## src/design/utf8v_pkg.sv

```systemverilog
package utf8v_pkg;

  // Byte masks and bounds used to classify lead and continuation bytes.
  localparam logic [7:0] AsciiMask = 8'h80;
  localparam logic [7:0] ContMask  = 8'hC0;
  localparam logic [7:0] ContTag   = 8'h80;
  localparam logic [7:0] TwoMask   = 8'hE0;
  localparam logic [7:0] TwoLead   = 8'hC0;
  localparam logic [7:0] TwoMin    = 8'hC2;
  localparam logic [7:0] ThreeMask = 8'hF0;
  localparam logic [7:0] ThreeLead = 8'hE0;
  localparam logic [7:0] FourMask  = 8'hF8;
  localparam logic [7:0] FourLead  = 8'hF0;
  localparam logic [7:0] FourMax   = 8'hF4;

  // Classification of a lead byte: an error mark or the continuations it owes.
  typedef struct packed {
    logic       bad;
    logic [1:0] owed;
  } lead_t;

  function automatic lead_t lead_class(input logic [7:0] b);
    lead_t r;
    r.bad  = 1'b0;
    r.owed = 2'd0;
    if ((b & AsciiMask) == 8'h00) begin
      r.owed = 2'd0;
    end else if ((b & TwoMask) == TwoLead) begin
      r.bad  = (b < TwoMin);
      r.owed = 2'd1;
    end else if ((b & ThreeMask) == ThreeLead) begin
      r.owed = 2'd2;
    end else if ((b & FourMask) == FourLead) begin
      r.bad  = (b > FourMax);
      r.owed = 2'd3;
    end else begin
      r.bad = 1'b1;
    end
    if (r.bad) begin
      r.owed = 2'd0;
    end
    return r;
  endfunction

endpackage

```

## src/design/utf8v_if.sv

```systemverilog
interface utf8v_in_if;
  logic       valid;
  logic       ready;
  logic [7:0] data_byte;
  logic       last_byte;

  modport source (output valid, output data_byte, output last_byte, input ready);
  modport sink   (input valid, input data_byte, input last_byte, output ready);
endinterface

interface utf8v_out_if;
  logic valid;
  logic ready;
  logic valid_res;

  modport source (output valid, output valid_res, input ready);
  modport sink   (input valid, input valid_res, output ready);
endinterface

```

## src/design/utf8_validator.sv

```systemverilog
// Channel   Dir   Payload                          Transaction
// in_ch     in    data_byte[7:0], last_byte        one byte of the buffer
// out_ch    out   valid_res                        verdict for one whole buffer
//
// One byte is taken every cycle while in_ch.ready is high; a final byte held
// back by a stalled verdict stops the flow. The byte goes into the input
// register when its transaction completes, and a final byte moves its verdict
// into the result register once that register is free; out_ch.valid is driven
// straight from the result register.
// The state update is one classify-and-count step between those two registers.
// rst is synchronous and active high; it empties both stages and clears the
// owed-continuation count and the error flag.
// A stalled verdict holds only a final byte in the input register; other
// bytes keep flowing past it, so in_ch.ready drops only in that one case.
module utf8_validator (
  input  logic           clk,
  input  logic           rst,
  utf8v_in_if.sink       in_ch,
  utf8v_out_if.source    out_ch
);
  import utf8v_pkg::*;

  // Input register stage.
  logic       in_valid;
  logic [7:0] in_data;
  logic       in_last;

  // Per-buffer state: continuations still owed and the sticky error flag.
  logic [1:0] pending;
  logic       error_seen;

  // Result register stage.
  logic       res_valid;
  logic       res_value;

  logic       advance;
  logic       res_free;
  lead_t      lead;
  logic [1:0] pending_next;
  logic       error_next;

  // The result register can take a new verdict when empty or being drained.
  assign res_free = !res_valid || out_ch.ready;

  // A byte leaves the input register unless it is a final byte that has no
  // room in the result register.
  assign advance     = in_valid && (!in_last || res_free);
  assign in_ch.ready = !in_valid || advance;

  assign out_ch.valid     = res_valid;
  assign out_ch.valid_res = res_value;

  // Classify the byte in the input register and update the count. While a
  // sequence is open the byte must be a continuation; otherwise it is a lead.
  always_comb begin
    lead         = lead_class(in_data);
    pending_next = pending;
    error_next   = error_seen;
    if (pending != 2'd0) begin
      if ((in_data & ContMask) == ContTag) begin
        pending_next = pending - 2'd1;
      end else begin
        error_next   = 1'b1;
        pending_next = 2'd0;
      end
    end else begin
      pending_next = lead.owed;
      if (lead.bad) begin
        error_next = 1'b1;
      end
    end
  end

  // Input register: loads whenever it is empty or its byte moves on.
  always_ff @(posedge clk) begin
    if (rst) begin
      in_valid <= 1'b0;
    end else if (in_ch.ready) begin
      in_valid <= in_ch.valid;
    end
  end

  always_ff @(posedge clk) begin
    if (in_ch.valid && in_ch.ready) begin
      in_data <= in_ch.data_byte;
      in_last <= in_ch.last_byte;
    end
  end

  // Buffer state: a final byte returns it to the reset values.
  always_ff @(posedge clk) begin
    if (rst) begin
      pending    <= 2'd0;
      error_seen <= 1'b0;
    end else if (advance) begin
      if (in_last) begin
        pending    <= 2'd0;
        error_seen <= 1'b0;
      end else begin
        pending    <= pending_next;
        error_seen <= error_next;
      end
    end
  end

  // Result register: the buffer is good when no error was seen and no
  // sequence is left open after its final byte.
  always_ff @(posedge clk) begin
    if (rst) begin
      res_valid <= 1'b0;
    end else if (advance && in_last) begin
      res_valid <= 1'b1;
    end else if (out_ch.ready) begin
      res_valid <= 1'b0;
    end
  end

  always_ff @(posedge clk) begin
    if (advance && in_last) begin
      res_value <= !error_next && (pending_next == 2'd0);
    end
  end

endmodule

```

## src/flat_wrapper.sv

```systemverilog
// flat-port wrapper written by rule: the top's interface ports become plain ports
module utf8_validator_flat import utf8v_pkg::*;
  (clk, rst, in_ch_valid, in_ch_data_byte, in_ch_last_byte, in_ch_ready, out_ch_valid, out_ch_valid_res, out_ch_ready);
  utf8v_in_if in_ch_i ();
  utf8v_out_if out_ch_i ();
  input  logic clk;
  input  logic rst;
  input wire logic [$bits(in_ch_i.valid)-1:0] in_ch_valid;
  input wire logic [$bits(in_ch_i.data_byte)-1:0] in_ch_data_byte;
  input wire logic [$bits(in_ch_i.last_byte)-1:0] in_ch_last_byte;
  output wire logic [$bits(in_ch_i.ready)-1:0] in_ch_ready;
  output wire logic [$bits(out_ch_i.valid)-1:0] out_ch_valid;
  output wire logic [$bits(out_ch_i.valid_res)-1:0] out_ch_valid_res;
  input wire logic [$bits(out_ch_i.ready)-1:0] out_ch_ready;
  assign in_ch_i.valid = in_ch_valid;
  assign in_ch_i.data_byte = in_ch_data_byte;
  assign in_ch_i.last_byte = in_ch_last_byte;
  assign in_ch_ready = in_ch_i.ready;
  assign out_ch_valid = out_ch_i.valid;
  assign out_ch_valid_res = out_ch_i.valid_res;
  assign out_ch_i.ready = out_ch_ready;
  utf8_validator u_core (.clk(clk), .rst(rst), .in_ch(in_ch_i), .out_ch(out_ch_i));
endmodule
```

## config.mk

```make
export PLATFORM = sky130hd
export DESIGN_NAME = utf8_validator_flat
export DESIGN_NICKNAME = d
export VERILOG_FILES = /design/src/design/utf8v_pkg.sv /design/src/design/utf8v_if.sv /design/src/design/utf8_validator.sv /design/src/flat_wrapper.sv
export SDC_FILE = /design/constraint.sdc
export NUM_CORES = 1
export LEC_CHECK = 0
export ABC_AREA = 1
export BUFFER_PORTS_ARGS = -buffer_cell sky130_fd_sc_hd__buf_2
export CAP_MARGIN = 20
export CORE_MARGIN = 1.5
export CORE_UTILIZATION = 45
export DETAILED_ROUTE_END_ITERATION = 6
export GPL_ROUTABILITY_DRIVEN = 0
export PLACE_DENSITY_LB_ADDON = 0.25
export SYNTH_ARGS = -nofsm -noshare
export SYNTH_HDL_FRONTEND = slang
export SYNTH_SLANG_ARGS = --single-unit
```

## constraint.sdc

```tcl
create_clock -name clk -period 2.45 [get_ports clk]
set_input_delay 0.245 -clock clk [delete_from_list [all_inputs] [get_ports clk]]
set_output_delay 0.245 -clock clk [all_outputs]
set_load 0.005 [all_outputs]
```

==> flow_summary.yaml <==
die:
  rows: 14
  die-area_sq_mm: 0.00181
  core_sq_mm: 0.00149
  die_w_microns: 42.6
  die_h_microns: 42.6
  initial_utilization_pct: 47.4
  num_io_pins: 16
layout:
  instances_no_fill: 114
  antenna_cells: 0
  drive_gt1_share_pct: 29.6
  fillers: 140
  area_growth_pct: 17.4
  layout_common_cells: "nand2_1, buf_2, inv_1"
  utilization_pct: 55.6
  final_common_cell: "nand2_1"
  fin_nets: 113
cts:
  numCtsBuffers: 3
  cts.repair.resized: 0
  insertion_delay_ns: 0.28
  post_cts_buffers: 0
  h-tree-depth: 1
  cts.sinks: 15
  cts_tree: "yes"
  cts-root-buf: "clkbuf_4"
  ctsLongestPathBuffers: 2
  cts_hold_buf: 0
  clkTransAtPathRegs_ns: 0.09
logic_synthesis:
  synth_top_family_by_area: "simple AND/OR/NAND/NOR gates"
  syn-instance-count: 79
  synth_area_leader_cell: "edfxtp_1"
  mappedNetlistNets: 93
  synthMuxAreaShare_pct: 0
  yosys.area.top_type_share_pct: 42.6
  synthDistinctLibCells: 18
  synth_fa_ha_area_share_pct: 1.77
  synth_xor_area_share_pct: 0
  syn_area_sq_um: 706
  synthSimpleGateAreaFrac_pct: 25.4
  yosys_warnings: 0
  synth_area_leaders: "edfxtp_1, dfxtp_1, nand2_1"
  synth_compound_area_share_pct: 9.22
  ys_seq_area_share_pct: 56.7
  ys_ff_latch: 15
  avgSynthCellArea_sq_um: 8.93
pwr:
  power.total_uw: 469
  p_per_area_mw_per_mm2: 566
  leakage_uw: 0.000375
  vdd_drop_max_mv: 0.410
setup_path:
  crit_top_cell: "nand2_1"
  critPathKind: "reg -> reg"
  slowest_delay_ns: 0.33
  end_kind: "register"
  cp_max_fo: 6
  crit_required_ns: 2.48
  worstPathCellList: "inv_1, ha_1, nand2_1, nor2_2, nand2_1, nand2_2, nor3_1"
  path_depth: 7
  reg2regPathDepth: 7
  worstPathBufferInverterCount: 1
  start_kind: "register"
  cp_slowest_cell: "dfxtp_1"
  path_delay_family: "simple AND/OR/NAND/NOR gates"
  cp.arrival_ns: 1.33
run:
  max-cap-violations: 0
placement:
  portBuffers: 15
  dp_hpwl_microns: 946
  post-place-cells: 110
detailed_routing:
  routed-via-count: 544
  postRouteAntennaNets: 0
  remaining_drc_errors: 0
  drt-total-wl_microns: 1160
  post_drt_wl_per_cell_microns: 10.1
  drtIter0Drc: 8
  vias_per_cell: 4.77
  first_pass_iters: 4
min_path:
  hp-class: "in -> reg"
  min_path_cells: 1
sta:
  fin_crit_ns: 1.30
  rsz0062_at_grt: "no"
  fmax_ghz: 0.769
  clock_skew_ns: 0.00527
  relSlewSlack_pct: 78.4
  final.setup.tns_ns: 0
  hold_viol: 0
  tightest_slew_ns: 0.324
  maxSlewViolCount: 0
  setup_violations: 0
  fin_crit_sh_pct: 53.1
global_routing:
  grt_overflow: 0
  first_global_vias: 499
  track_usage_pct: 15.4
  grt_max_degree: 10
  antenna_found_initial: 0
  grt_pass1_wl_microns: 1990
run_status:
  outcome: "completed"
kinds of logic after synthesis:
logic type,Yosys count
buffers and inverters,13
DFF,15
and+or+nand+nor,40
AOI/OAI and AO/OA,10
adders and majority gates,1
through the flow:
step           setup WS, ns  cell area (sq um)  hold WS, ns
6_report               1.15                828        0.135
4_1_cts                1.14                828        0.129
2_1_floorplan          1.28                706        0.307
3_5_place_dp           1.15                801        0.423
5_1_grt                1.00                828        0.120
3_3_place_gp           1.17                801        0.422
worst paths after layout:
kind / from / end / slack, ns
setup / recovery: u_core.pending[0]$_SDFFE_PP0P_ / u_core.out_ch.valid_res$_DFFE_PP_ / 1.15
hold / removal: in_ch_data_byte[1] / u_core.in_data[1]$_DFFE_PP_ / 0.14
setup reg to reg: u_core.pending[0]$_SDFFE_PP0P_ / u_core.out_ch.valid_res$_DFFE_PP_ / 1.15
hold reg to reg: u_core.pending[1]$_SDFFE_PP0P_ / u_core.pending[1]$_SDFFE_PP0P_ / 0.48
sequential cells by signal (all words and copies together) (netlist names):
register / flops
u_core.in_valid: 1
u_core.pending: 2
u_core.out_ch.valid_res: 1
u_core.in_last: 1
u_core.in_data: 8
u_core.out_ch.valid: 1
u_core.error_seen: 1
per-layer routing:
layer / wire, microns / GRT usage, % / vias to the layer above / part of all wire, %
met1: 528 / 18.1 / 231 / 46
met4: 26 / 9.38 / 0 / 2.2
met5: 0 / 0 / - / 0
met3: 46 / 3.88 / 4 / 4.0
li1: - / - / 294 / -
met2: 555 / 24.9 / 15 / 48
cells in the mapped netlist, drive strengths merged:
master and n:
nand4 1, or2 1, nor2 11, nand3 4, a21oi 8, ha 1, inv 13, nand2 22
edfxtp 10, dfxtp 5, nor3 1, o21ai 2
cell type report:
class	instances	area [sq um]	share of cell area [%]
repair buffers	15	75.1	9.06
inverters	13	48.8	5.89
multi-input cells	51	256	31.0
well taps	16	20.0	2.42
flip-flops and latches	15	400	48.3
clock buffers	3	22.5	2.72
clock inverters	1	5.00	0.604
report_power, final:
| part | total [uW] | switching (uW) | internal, uW |
|---|---|---|---|
| Clock | 135 | 74.4 | 60.5 |
| Combinational | 42.9 | 24.3 | 18.6 |
| Sequential | 291 | 8.38 | 283 |
Note: power is estimated with default switching activity, not from simulation.
